--- config.mk ---
export PLATFORM = sky130hd
export DESIGN_NAME = aes128_key_sched
export DESIGN_NICKNAME = d
export VERILOG_FILES = /design/src/aes128_pkg.sv /design/src/aes128_key_sched.sv
export SDC_FILE = /design/constraint.sdc
export NUM_CORES = 2
export LEC_CHECK = 0
export ABC_AREA = 0
export BUFFER_PORTS_ARGS = -buffer_cell sky130_fd_sc_hd__clkbuf_2
export CAP_MARGIN = 20
export CELL_PAD_IN_SITES_DETAIL_PLACEMENT = 1
export CELL_PAD_IN_SITES_GLOBAL_PLACEMENT = 2
export CORE_AREA = 2 2 596 598
export CTS_CLUSTER_SIZE = 28
export DETAILED_ROUTE_END_ITERATION = 8
export DIE_AREA = 0 0 598 600
export PLACE_DENSITY = 0.57
export REMOVE_ABC_BUFFERS = 1
export SETUP_SLACK_MARGIN = 0.05
export SLEW_MARGIN = 0
export SYNTH_ARGS = -nofsm -noshare
export SYNTH_HDL_FRONTEND = slang
export SYNTH_SLANG_ARGS = --single-unit
--- constraint.sdc ---
create_clock -name clk_i -period 14.1 [get_ports clk_i]
set_clock_uncertainty 0.05 [all_clocks]
set_input_delay 1.41 -clock clk_i [delete_from_list [all_inputs] [get_ports clk_i]]
set_output_delay 1.41 -clock clk_i [all_outputs]
set_load 0.02 [all_outputs]
--- src/aes128_pkg.sv ---
package aes128_pkg;

  localparam int unsigned NumRounds = 10;

  typedef logic [127:0] blk_t;
  typedef logic [NumRounds:0][127:0] rk_t;

  localparam logic [0:255][7:0] SBOX = {
    8'h63, 8'h7c, 8'h77, 8'h7b, 8'hf2, 8'h6b, 8'h6f, 8'hc5,
    8'h30, 8'h01, 8'h67, 8'h2b, 8'hfe, 8'hd7, 8'hab, 8'h76,
    8'hca, 8'h82, 8'hc9, 8'h7d, 8'hfa, 8'h59, 8'h47, 8'hf0,
    8'had, 8'hd4, 8'ha2, 8'haf, 8'h9c, 8'ha4, 8'h72, 8'hc0,
    8'hb7, 8'hfd, 8'h93, 8'h26, 8'h36, 8'h3f, 8'hf7, 8'hcc,
    8'h34, 8'ha5, 8'he5, 8'hf1, 8'h71, 8'hd8, 8'h31, 8'h15,
    8'h04, 8'hc7, 8'h23, 8'hc3, 8'h18, 8'h96, 8'h05, 8'h9a,
    8'h07, 8'h12, 8'h80, 8'he2, 8'heb, 8'h27, 8'hb2, 8'h75,
    8'h09, 8'h83, 8'h2c, 8'h1a, 8'h1b, 8'h6e, 8'h5a, 8'ha0,
    8'h52, 8'h3b, 8'hd6, 8'hb3, 8'h29, 8'he3, 8'h2f, 8'h84,
    8'h53, 8'hd1, 8'h00, 8'hed, 8'h20, 8'hfc, 8'hb1, 8'h5b,
    8'h6a, 8'hcb, 8'hbe, 8'h39, 8'h4a, 8'h4c, 8'h58, 8'hcf,
    8'hd0, 8'hef, 8'haa, 8'hfb, 8'h43, 8'h4d, 8'h33, 8'h85,
    8'h45, 8'hf9, 8'h02, 8'h7f, 8'h50, 8'h3c, 8'h9f, 8'ha8,
    8'h51, 8'ha3, 8'h40, 8'h8f, 8'h92, 8'h9d, 8'h38, 8'hf5,
    8'hbc, 8'hb6, 8'hda, 8'h21, 8'h10, 8'hff, 8'hf3, 8'hd2,
    8'hcd, 8'h0c, 8'h13, 8'hec, 8'h5f, 8'h97, 8'h44, 8'h17,
    8'hc4, 8'ha7, 8'h7e, 8'h3d, 8'h64, 8'h5d, 8'h19, 8'h73,
    8'h60, 8'h81, 8'h4f, 8'hdc, 8'h22, 8'h2a, 8'h90, 8'h88,
    8'h46, 8'hee, 8'hb8, 8'h14, 8'hde, 8'h5e, 8'h0b, 8'hdb,
    8'he0, 8'h32, 8'h3a, 8'h0a, 8'h49, 8'h06, 8'h24, 8'h5c,
    8'hc2, 8'hd3, 8'hac, 8'h62, 8'h91, 8'h95, 8'he4, 8'h79,
    8'he7, 8'hc8, 8'h37, 8'h6d, 8'h8d, 8'hd5, 8'h4e, 8'ha9,
    8'h6c, 8'h56, 8'hf4, 8'hea, 8'h65, 8'h7a, 8'hae, 8'h08,
    8'hba, 8'h78, 8'h25, 8'h2e, 8'h1c, 8'ha6, 8'hb4, 8'hc6,
    8'he8, 8'hdd, 8'h74, 8'h1f, 8'h4b, 8'hbd, 8'h8b, 8'h8a,
    8'h70, 8'h3e, 8'hb5, 8'h66, 8'h48, 8'h03, 8'hf6, 8'h0e,
    8'h61, 8'h35, 8'h57, 8'hb9, 8'h86, 8'hc1, 8'h1d, 8'h9e,
    8'he1, 8'hf8, 8'h98, 8'h11, 8'h69, 8'hd9, 8'h8e, 8'h94,
    8'h9b, 8'h1e, 8'h87, 8'he9, 8'hce, 8'h55, 8'h28, 8'hdf,
    8'h8c, 8'ha1, 8'h89, 8'h0d, 8'hbf, 8'he6, 8'h42, 8'h68,
    8'h41, 8'h99, 8'h2d, 8'h0f, 8'hb0, 8'h54, 8'hbb, 8'h16
  };

  localparam logic [0:255][7:0] INV_SBOX = {
    8'h52, 8'h09, 8'h6a, 8'hd5, 8'h30, 8'h36, 8'ha5, 8'h38,
    8'hbf, 8'h40, 8'ha3, 8'h9e, 8'h81, 8'hf3, 8'hd7, 8'hfb,
    8'h7c, 8'he3, 8'h39, 8'h82, 8'h9b, 8'h2f, 8'hff, 8'h87,
    8'h34, 8'h8e, 8'h43, 8'h44, 8'hc4, 8'hde, 8'he9, 8'hcb,
    8'h54, 8'h7b, 8'h94, 8'h32, 8'ha6, 8'hc2, 8'h23, 8'h3d,
    8'hee, 8'h4c, 8'h95, 8'h0b, 8'h42, 8'hfa, 8'hc3, 8'h4e,
    8'h08, 8'h2e, 8'ha1, 8'h66, 8'h28, 8'hd9, 8'h24, 8'hb2,
    8'h76, 8'h5b, 8'ha2, 8'h49, 8'h6d, 8'h8b, 8'hd1, 8'h25,
    8'h72, 8'hf8, 8'hf6, 8'h64, 8'h86, 8'h68, 8'h98, 8'h16,
    8'hd4, 8'ha4, 8'h5c, 8'hcc, 8'h5d, 8'h65, 8'hb6, 8'h92,
    8'h6c, 8'h70, 8'h48, 8'h50, 8'hfd, 8'hed, 8'hb9, 8'hda,
    8'h5e, 8'h15, 8'h46, 8'h57, 8'ha7, 8'h8d, 8'h9d, 8'h84,
    8'h90, 8'hd8, 8'hab, 8'h00, 8'h8c, 8'hbc, 8'hd3, 8'h0a,
    8'hf7, 8'he4, 8'h58, 8'h05, 8'hb8, 8'hb3, 8'h45, 8'h06,
    8'hd0, 8'h2c, 8'h1e, 8'h8f, 8'hca, 8'h3f, 8'h0f, 8'h02,
    8'hc1, 8'haf, 8'hbd, 8'h03, 8'h01, 8'h13, 8'h8a, 8'h6b,
    8'h3a, 8'h91, 8'h11, 8'h41, 8'h4f, 8'h67, 8'hdc, 8'hea,
    8'h97, 8'hf2, 8'hcf, 8'hce, 8'hf0, 8'hb4, 8'he6, 8'h73,
    8'h96, 8'hac, 8'h74, 8'h22, 8'he7, 8'had, 8'h35, 8'h85,
    8'he2, 8'hf9, 8'h37, 8'he8, 8'h1c, 8'h75, 8'hdf, 8'h6e,
    8'h47, 8'hf1, 8'h1a, 8'h71, 8'h1d, 8'h29, 8'hc5, 8'h89,
    8'h6f, 8'hb7, 8'h62, 8'h0e, 8'haa, 8'h18, 8'hbe, 8'h1b,
    8'hfc, 8'h56, 8'h3e, 8'h4b, 8'hc6, 8'hd2, 8'h79, 8'h20,
    8'h9a, 8'hdb, 8'hc0, 8'hfe, 8'h78, 8'hcd, 8'h5a, 8'hf4,
    8'h1f, 8'hdd, 8'ha8, 8'h33, 8'h88, 8'h07, 8'hc7, 8'h31,
    8'hb1, 8'h12, 8'h10, 8'h59, 8'h27, 8'h80, 8'hec, 8'h5f,
    8'h60, 8'h51, 8'h7f, 8'ha9, 8'h19, 8'hb5, 8'h4a, 8'h0d,
    8'h2d, 8'he5, 8'h7a, 8'h9f, 8'h93, 8'hc9, 8'h9c, 8'hef,
    8'ha0, 8'he0, 8'h3b, 8'h4d, 8'hae, 8'h2a, 8'hf5, 8'hb0,
    8'hc8, 8'heb, 8'hbb, 8'h3c, 8'h83, 8'h53, 8'h99, 8'h61,
    8'h17, 8'h2b, 8'h04, 8'h7e, 8'hba, 8'h77, 8'hd6, 8'h26,
    8'he1, 8'h69, 8'h14, 8'h63, 8'h55, 8'h21, 8'h0c, 8'h7d
  };

  function automatic logic [7:0] xt(input logic [7:0] a);
    return {a[6:0], 1'b0} ^ (a[7] ? 8'h1b : 8'h00);
  endfunction

  // State byte k (row k%4, column k/4) sits at bits 127-8k down.
  function automatic blk_t enc_round(input blk_t s, input blk_t rk, input logic last);
    blk_t t;
    blk_t m;
    logic [7:0] a0, a1, a2, a3, al;
    for (int c = 0; c < 4; c++) begin
      for (int r = 0; r < 4; r++) begin
        t[127-8*(4*c+r) -: 8] = SBOX[s[127-8*(4*((c+r)&3)+r) -: 8]];
      end
    end
    for (int c = 0; c < 4; c++) begin
      a0 = t[127-32*c -: 8];
      a1 = t[119-32*c -: 8];
      a2 = t[111-32*c -: 8];
      a3 = t[103-32*c -: 8];
      al = a0 ^ a1 ^ a2 ^ a3;
      m[127-32*c -: 8] = a0 ^ al ^ xt(a0 ^ a1);
      m[119-32*c -: 8] = a1 ^ al ^ xt(a1 ^ a2);
      m[111-32*c -: 8] = a2 ^ al ^ xt(a2 ^ a3);
      m[103-32*c -: 8] = a3 ^ al ^ xt(a3 ^ a0);
    end
    return (last ? t : m) ^ rk;
  endfunction

  function automatic blk_t dec_round(input blk_t s, input blk_t rk, input logic last);
    blk_t t;
    blk_t m;
    logic [3:0][7:0] a, x2, x4, x8, g9, g11, g13, g14;
    for (int c = 0; c < 4; c++) begin
      for (int r = 0; r < 4; r++) begin
        t[127-8*(4*((c+r)&3)+r) -: 8] = INV_SBOX[s[127-8*(4*c+r) -: 8]];
      end
    end
    t = t ^ rk;
    for (int c = 0; c < 4; c++) begin
      for (int r = 0; r < 4; r++) begin
        a[r] = t[127-8*(4*c+r) -: 8];
        x2[r] = xt(a[r]);
        x4[r] = xt(x2[r]);
        x8[r] = xt(x4[r]);
        g9[r] = x8[r] ^ a[r];
        g11[r] = x8[r] ^ x2[r] ^ a[r];
        g13[r] = x8[r] ^ x4[r] ^ a[r];
        g14[r] = x8[r] ^ x4[r] ^ x2[r];
      end
      m[127-32*c -: 8] = g14[0] ^ g11[1] ^ g13[2] ^ g9[3];
      m[119-32*c -: 8] = g9[0] ^ g14[1] ^ g11[2] ^ g13[3];
      m[111-32*c -: 8] = g13[0] ^ g9[1] ^ g14[2] ^ g11[3];
      m[103-32*c -: 8] = g11[0] ^ g13[1] ^ g9[2] ^ g14[3];
    end
    return last ? t : m;
  endfunction

endpackage

--- src/aes128_key_sched.sv ---
module aes128_key_sched (
  input  logic                clk_i,
  input  logic                rst_ni,
  input  logic                start_i,
  input  aes128_pkg::blk_t    key_i,
  output logic                busy_o,
  output aes128_pkg::rk_t     rk_o
);
  import aes128_pkg::*;

  logic        busy_q, busy_d;
  logic [3:0]  cnt_q, cnt_d;
  logic [7:0]  rcon_q, rcon_d;
  blk_t        cur_q, cur_d;
  rk_t         rk_q;
  logic [31:0] t, n0, n1, n2, n3;

  // One round key per cycle: step zero loads the key itself.
  always_comb begin
    t  = {SBOX[cur_q[23:16]] ^ rcon_q, SBOX[cur_q[15:8]], SBOX[cur_q[7:0]],
          SBOX[cur_q[31:24]]};
    n0 = cur_q[127:96] ^ t;
    n1 = cur_q[95:64] ^ n0;
    n2 = cur_q[63:32] ^ n1;
    n3 = cur_q[31:0] ^ n2;
    busy_d = busy_q;
    cnt_d  = cnt_q;
    rcon_d = rcon_q;
    cur_d  = cur_q;
    if (start_i) begin
      busy_d = 1'b1;
      cnt_d  = '0;
    end else if (busy_q) begin
      if (cnt_q == 4'(NumRounds)) begin
        busy_d = 1'b0;
      end
      cnt_d = cnt_q + 4'd1;
      if (cnt_q == 4'd0) begin
        cur_d  = key_i;
        rcon_d = 8'h01;
      end else begin
        cur_d  = {n0, n1, n2, n3};
        rcon_d = xt(rcon_q);
      end
    end
  end

  always_ff @(posedge clk_i or negedge rst_ni) begin
    if (!rst_ni) begin
      busy_q <= 1'b1;
      cnt_q  <= '0;
    end else begin
      busy_q <= busy_d;
      cnt_q  <= cnt_d;
    end
  end

  always_ff @(posedge clk_i) begin
    rcon_q <= rcon_d;
    cur_q  <= cur_d;
    if (busy_q && !start_i && cnt_q <= 4'(NumRounds)) begin
      rk_q[cnt_q] <= (cnt_q == 4'd0) ? key_i : {n0, n1, n2, n3};
    end
  end

  assign busy_o = busy_q;
  assign rk_o   = rk_q;

  a_done_at_end : assert property (@(posedge clk_i) disable iff (!rst_ni)
    $fell(busy_q) |-> $past(cnt_q) == 4'(NumRounds))
    else $error("key schedule finished early");
  a_start_busy : assert property (@(posedge clk_i) disable iff (!rst_ni)
    start_i |=> busy_q && cnt_q == 4'd0)
    else $error("key schedule did not restart");

endmodule

### After elaboration in Yosys (flattened, before gate mapping)

Memories as Yosys holds them, arrays and structs flattened.
Index checks and enable logic that the tools add are counted.
Widths: inputs -> output; s select.

* reductions and logical operators: 7
* shift-type cells: 0
* order comparisons: 7
* bitwise logic cells: 11
* div/mod/pow operators: 0
* eq/ne operators: 1
* multiply operators: 0
* mux-type cells: 18
* add/sub/neg operators: 1

Operators with widths (count)
* $bwmux 1408: 1
* $demux 128 s4: 1
* $mux 128: 2
* $xor 32x32->32: 4
* $mux 8: 8
* $ge 9x9->1 const B: 4
* $not 8->9: 4
* $mux 4: 2
* $xor 8x5->8: 1
* $xor 8x8->8: 1
* $lt 4x5->1 const B: 1
* $mux 5: 1
* $add 4x1->4 const B: 1
* $eq 4x4->1 const B: 1
* $ge 4x1->1 const B: 1
* $le 4x4->1 const B: 1
* $logic_not 4->1: 1
* $logic_and 1x1->1: 3
* $mux 1: 3
* $reduce_and 2->1: 1
* $reduce_bool 2->1: 1
* $logic_not 1->1: 1
* $not 1->1: 1

* latch bits: 0
* word-level logic and storage cells: 64
* input bits: 131
* bits in read-only memories: 8192
* register bits: 1549
* bits in writable memories: 0
* output and inout port bits: 1409
* memories kept: 4

Memories
* (name not given): words 256, width 8, read ports 1, clocked after memory_dff 0, wr ports 0, line aes128_key_sched.sv:21 `SBOX[cur_q[31:24]]};`
* (name not given): words 256, width 8, read ports 1, clocked after memory_dff 0, wr ports 0, line aes128_key_sched.sv:20 `t = {SBOX[cur_q[23:16]] ^ rcon_q, SBOX[cur_q[15:8]], SBOX[cur_q[7:0]],`
* (name not given): words 256, width 8, read ports 1, clocked after memory_dff 0, wr ports 0, line aes128_key_sched.sv:20
* (name not given): words 256, width 8, read ports 1, clocked after memory_dff 0, wr ports 0, line aes128_key_sched.sv:20

### Logic depth before layout (Yosys ltp)

* depth in word-level cells: 11
* gate-level depth with buffers: 16
* mapped depth without buffers: 11

### Least setup slack after synthesis

Ideal clock, no wire load.

* path kind: input to register
* start point: input start_i
* end point: register rk_q, in the netlist rk_o[128], enable pin
* setup time: 0.929 ns
* buffers on the path: 0
* required time: 13.121 ns
* stages: 2
* path slack: -0.569 ns
* arrival time: 13.690 ns
* path through: nand2b_1 nor4_1

* cells in the longest elaborated chain, start to end: 3

RTL lines
* from (decl): line aes128_key_sched.sv:4 `input logic start_i,`
* $logic_not 1->1: line aes128_key_sched.sv:61 `if (busy_q && !start_i && cnt_q <= 4'(NumRounds)) begin`
* $logic_and 1x1->1 (2 in a row): line aes128_key_sched.sv:61
* to (signal, indexed assignment): line aes128_key_sched.sv:62 `rk_q[cnt_q] <= (cnt_q == 4'd0) ? key_i : {n0, n1, n2, n3};`
* to (decl): line aes128_key_sched.sv:15 `rk_t rk_q;`

Every way passes these cells.
A chain may end at the register's enable or synchronous reset.

### Worst setup path in the final report

* start point: register cur_q[25]
* end point: register rk_q, in the netlist rk_o[1030], data pin

* cells in the longest elaborated chain, start to end: 10

RTL lines
* from (decl): line aes128_key_sched.sv:14 `blk_t cur_q, cur_d;`
* from (signal assigned): line aes128_key_sched.sv:60 `cur_q <= cur_d;`
* $not 8->9 (implied by the code): line aes128_key_sched.sv:21
* $mem_v2 256x8
* $mux 8 (implied by the code) (2 in a row): line aes128_key_sched.sv:21
* $xor 32x32->32: line aes128_key_sched.sv:22 `n0 = cur_q[127:96] ^ t;`
* $xor 32x32->32: line aes128_key_sched.sv:23 `n1 = cur_q[95:64] ^ n0;`
* $xor 32x32->32: line aes128_key_sched.sv:24 `n2 = cur_q[63:32] ^ n1;`
* $xor 32x32->32: line aes128_key_sched.sv:25 `n3 = cur_q[31:0] ^ n2;`
* $mux 128: line aes128_key_sched.sv:62
* $bwmux 1408: line aes128_key_sched.sv:62

Every way passes these cells. The select of a mux whose other input is x is not followed.

==> results by group <==
Outcome
  • Outcome: finished clean

Detailed routing
  • Top Metal Used: met5
  • Number of vias per cell: about 4.5
  • Metal1 wirelength: 138,300 um
  • Post-route ant nets: 0
  • Met3 wire length: about 23,000 um
  • DR vias: 48,510
  • DR pass1 iterations: 6
  • Met2 Wirelength: 165,200 um
  • DR DRC count: 0
  • Total routed wirelength: 334,700 um
  • Initial DRC Count: 4,233
  • Routed len/inst: slightly above 30 um

Pwr
  • Maximum VDD drop: 0.0001551 V
  • Clock share of power: between 10% and 20%
  • Leakage: 30.74 nW
  • Int Power: between 0.01 and 0.015 W
  • Comb pwr share: between 50% and 60%
  • Reg power frac: 29.9%
  • Net Sw Power: 0.01189 W
  • Switching part of the total: between 40% and 50%
  • PD cells: 297.7 nW/um^2

Synthesis
  • Post-synth cell types: 108
  • Post-synth EDFFs: 1,544
  • Netlist Area Pre-Place: 65,570 sq um
  • Top FF cell, synth: edfxtp_1
  • Synth Register Bits: 1,549
  • Syn_area_per_cell: 14.81 sq um
  • Largest cells by area after synthesis: edfxtp_1 (71%), mux4_2 (2.1%), a21oi_1 (1.6%)
  • Largest area contributor in the netlist: edfxtp_1
  • Yosys warns: 0
  • Mapped Cells: 4,426
  • Post-synth top cells: edfxtp_1 (1,544), nor2_1 (276), nand2_1 (265), a21oi_1 (207), o21ai_0 (206)
  • Async set-reset flop share out of synthesis: 0.3228%
  • Yosys top cell area share: 70.71%
  • Most frequent cell after synthesis: edfxtp_1
  • Seq/Total Area, Yosys: 70.91%

Clock network
  • Post-CTS setup buffer count: 0
  • Worst-case clock buffer depth: 4
  • Worst-path clk slew: ~60 ps
  • Htree depth: 4
  • CTS tree: done
  • Post_cts resized: 0
  • Hold buffers post-CTS: 0
  • Sink Count: 1,549
  • Clk root buf: clkbuf_16
  • CTS buffer count: approximately 190
  • Clk Latency, worst-skew pair: ~900 ps

Floorplanning
  • Die X: 598 um
  • Ports: 1,540
  • Rows: 218
  • Initial Util: 18.63%
  • Core area: 351,900 sq um
  • Chip height: 600 um
  • Die area: 358,800 sq um

Global route
  • First-pass GRT wire length: 443,500 um
  • Largest net degree at the start of global routing: between 80 and 90
  • Initial antenna violation count: 67
  • Global Route Usage Sum: 17.75%
  • Vias in the first global route: 48,620
  • Overflow after GRT: 0

Min path
  • HP Class: in2async

Worst setup path
  • Crit-path max FO: 38
  • Cell Chain, Critical Path: buf_4 -> ha_1 -> nor2b_1 -> o31ai_1 -> nand3_1 -> nand4_1 -> mux4_2 -> xor2_1 -> buf_4 -> xnor3_1 -> xnor2_1 -> o21ai_1
  • Worst EP arrival: between 6000 and 7000 ps
  • Crit. End Element: flop
  • Worst setup SP type: flop
  • Crit-path slowest cell: nor2b_1
  • Data required, critical path: 14,580 ps
  • Most Frequent Cell on Critical Path: buf_4
  • Slowest stage delay, CP: 950 ps
  • Critical path class: reg2reg

STA
  • Post-route setup slack: 7974 ps
  • Final Cycle Share: between 40% and 50%
  • Min Tclk post-route: 6126 ps
  • Max Slew Vio Count: 0
  • Final Hold Fails: 0
  • Endpoints failing setup: 0
  • Worst slew pin tran: roughly 1100 ps
  • Worst relative slew slack: 24.16%
  • Hold_ws: 323.3 ps
  • FMAX: approximately 160 MHz
  • RSZ-0062 raised after global routing: false

Placement
  • Hpwl dp: 238,000 um
  • Port bufs: 1,539
  • RD Place Congestion: roughly 0.90
  • Place WS: ~8000 ps
  • Post-Place Cells: 10,420
  • Cell Area, Placed: 79,340 sq um

Cells and area
  • Final Instance Area: about 85,000 sq um
  • Area delta synth->final: 30.33%
  • Final #Nets: 6,186
  • Final Non-Filler Cells: 10,790
  • Share of cells above drive strength 1: 36.22%

Run
  • Max-cap viol count: 0
[state kept, by name, indices dropped and copies added, names as in the netlist]
| signal | flops |
|---|---|
| cur_q | 128 |
| cnt_q | 4 |
| busy_o | 1 |
| rcon_q | 8 |
| rk_o | 1408 |
[per-layer routing]
metal	track usage [%]	vias to the layer above
li1	-	20400
met1	22.57	25660
met2	30.38	2072
met3	3.846	358
met4	4.567	18
met5	0	-
[worst max-delay path: cells and delay by family (launching register included)]
family	cells	cell delay [ps]
AO/OA/AOI/OAI	2	910
XOR/XNOR	3	720
buffers and inverters	2	760
adder cells (fa/ha/maj)	1	810
AND/OR/NAND/NOR	3	1270
multiplexers	1	480
flip-flops	1	720
[cells in the final DEF, fill, tap and decap left out, drive strengths merged, types with 60 or more instances in the layout]
master	count
nand2	266
ha	60
clkbuf	1762
xnor2	103
o21ai	214
a21oi	208
inv	65
clkinv	70
buf	184
nand3	79
edfxtp	1544
nor2	276
nand2b	92
nor2b	85
mux4	62
[path summary, 6_finish.rpt]
kind,startpoint,to,slack [ps],cells past startpoint
setup / recovery,cur_q[25]$_DFFE_PP_,rk_o[1030]$_DFFE_PP_,7970,12
hold / removal,rst_ni,cnt_q[2]$_DFFE_PN0P_,320,1
setup reg to reg,cur_q[25]$_DFFE_PP_,rk_o[1030]$_DFFE_PP_,7970,12
hold reg to reg,busy_o$_DFF_PN1_,busy_o$_DFF_PN1_,520,2
max in group asynchronous,rst_ni,busy_o$_DFF_PN1_,13450,1
min in group clk_i,busy_o$_DFF_PN1_,busy_o$_DFF_PN1_,520,2
[power by group through the flow]
stage / sequential [W] / clock [W] / combinational, W
after floorplan: 0.00860 / 0 / 0.00552
after global placement: 0.00768 / 0 / 0.0131
after detailed placement: 0.00769 / 0 / 0.0132
after CTS: 0.00761 / 0.00499 / 0.0133
after global routing: 0.00766 / 0.00513 / 0.0139
final: 0.00760 / 0.00484 / 0.0130
[cells by family after synthesis]
| family | count (synthesis) | share of synthesized area (%) |
|---|---|---|
| AOI/OAI and AO/OA | 957 | 9.963 |
| and+or+nand+nor | 1143 | 8.881 |
| muxes | 143 | 3.427 |
| adders and majority gates | 60 | 1.145 |
| buffers and inverters | 396 | 2.777 |
| DFF | 1549 | 70.91 |
| xor gates and xnor gates | 178 | 2.899 |
[area by class of cell]
cell class / count / area [sq um]
Fill cell: 38860 / 266400
Sequential cell: 1549 / 46490
Multi-Input combinational cell: 2481 / 17720
Timing Repair Buffer: 1723 / 9186
Tap cell: 4620 / 5781
Clock buffer: 223 / 4857
Clock inverter: 109 / 1121
Inverter: 53 / 209.0
Antenna cell: 34 / 85.08
[through the flow]
| stage | TNS [ps] | utilization [%] | total power [W] |
|---|---|---|---|
| floorplan | -72850 | - | 0.01413 |
| detailed placement | 0 | 22.55 | 0.02089 |
| finish | 0 | 24.29 | 0.02544 |
| global placement | 0 | 22.51 | 0.02077 |
| global route | 0 | 24.27 | 0.02668 |
| CTS | 0 | 24.25 | 0.02586 |
No activity file was read; power rests on OpenSTA's default activity.
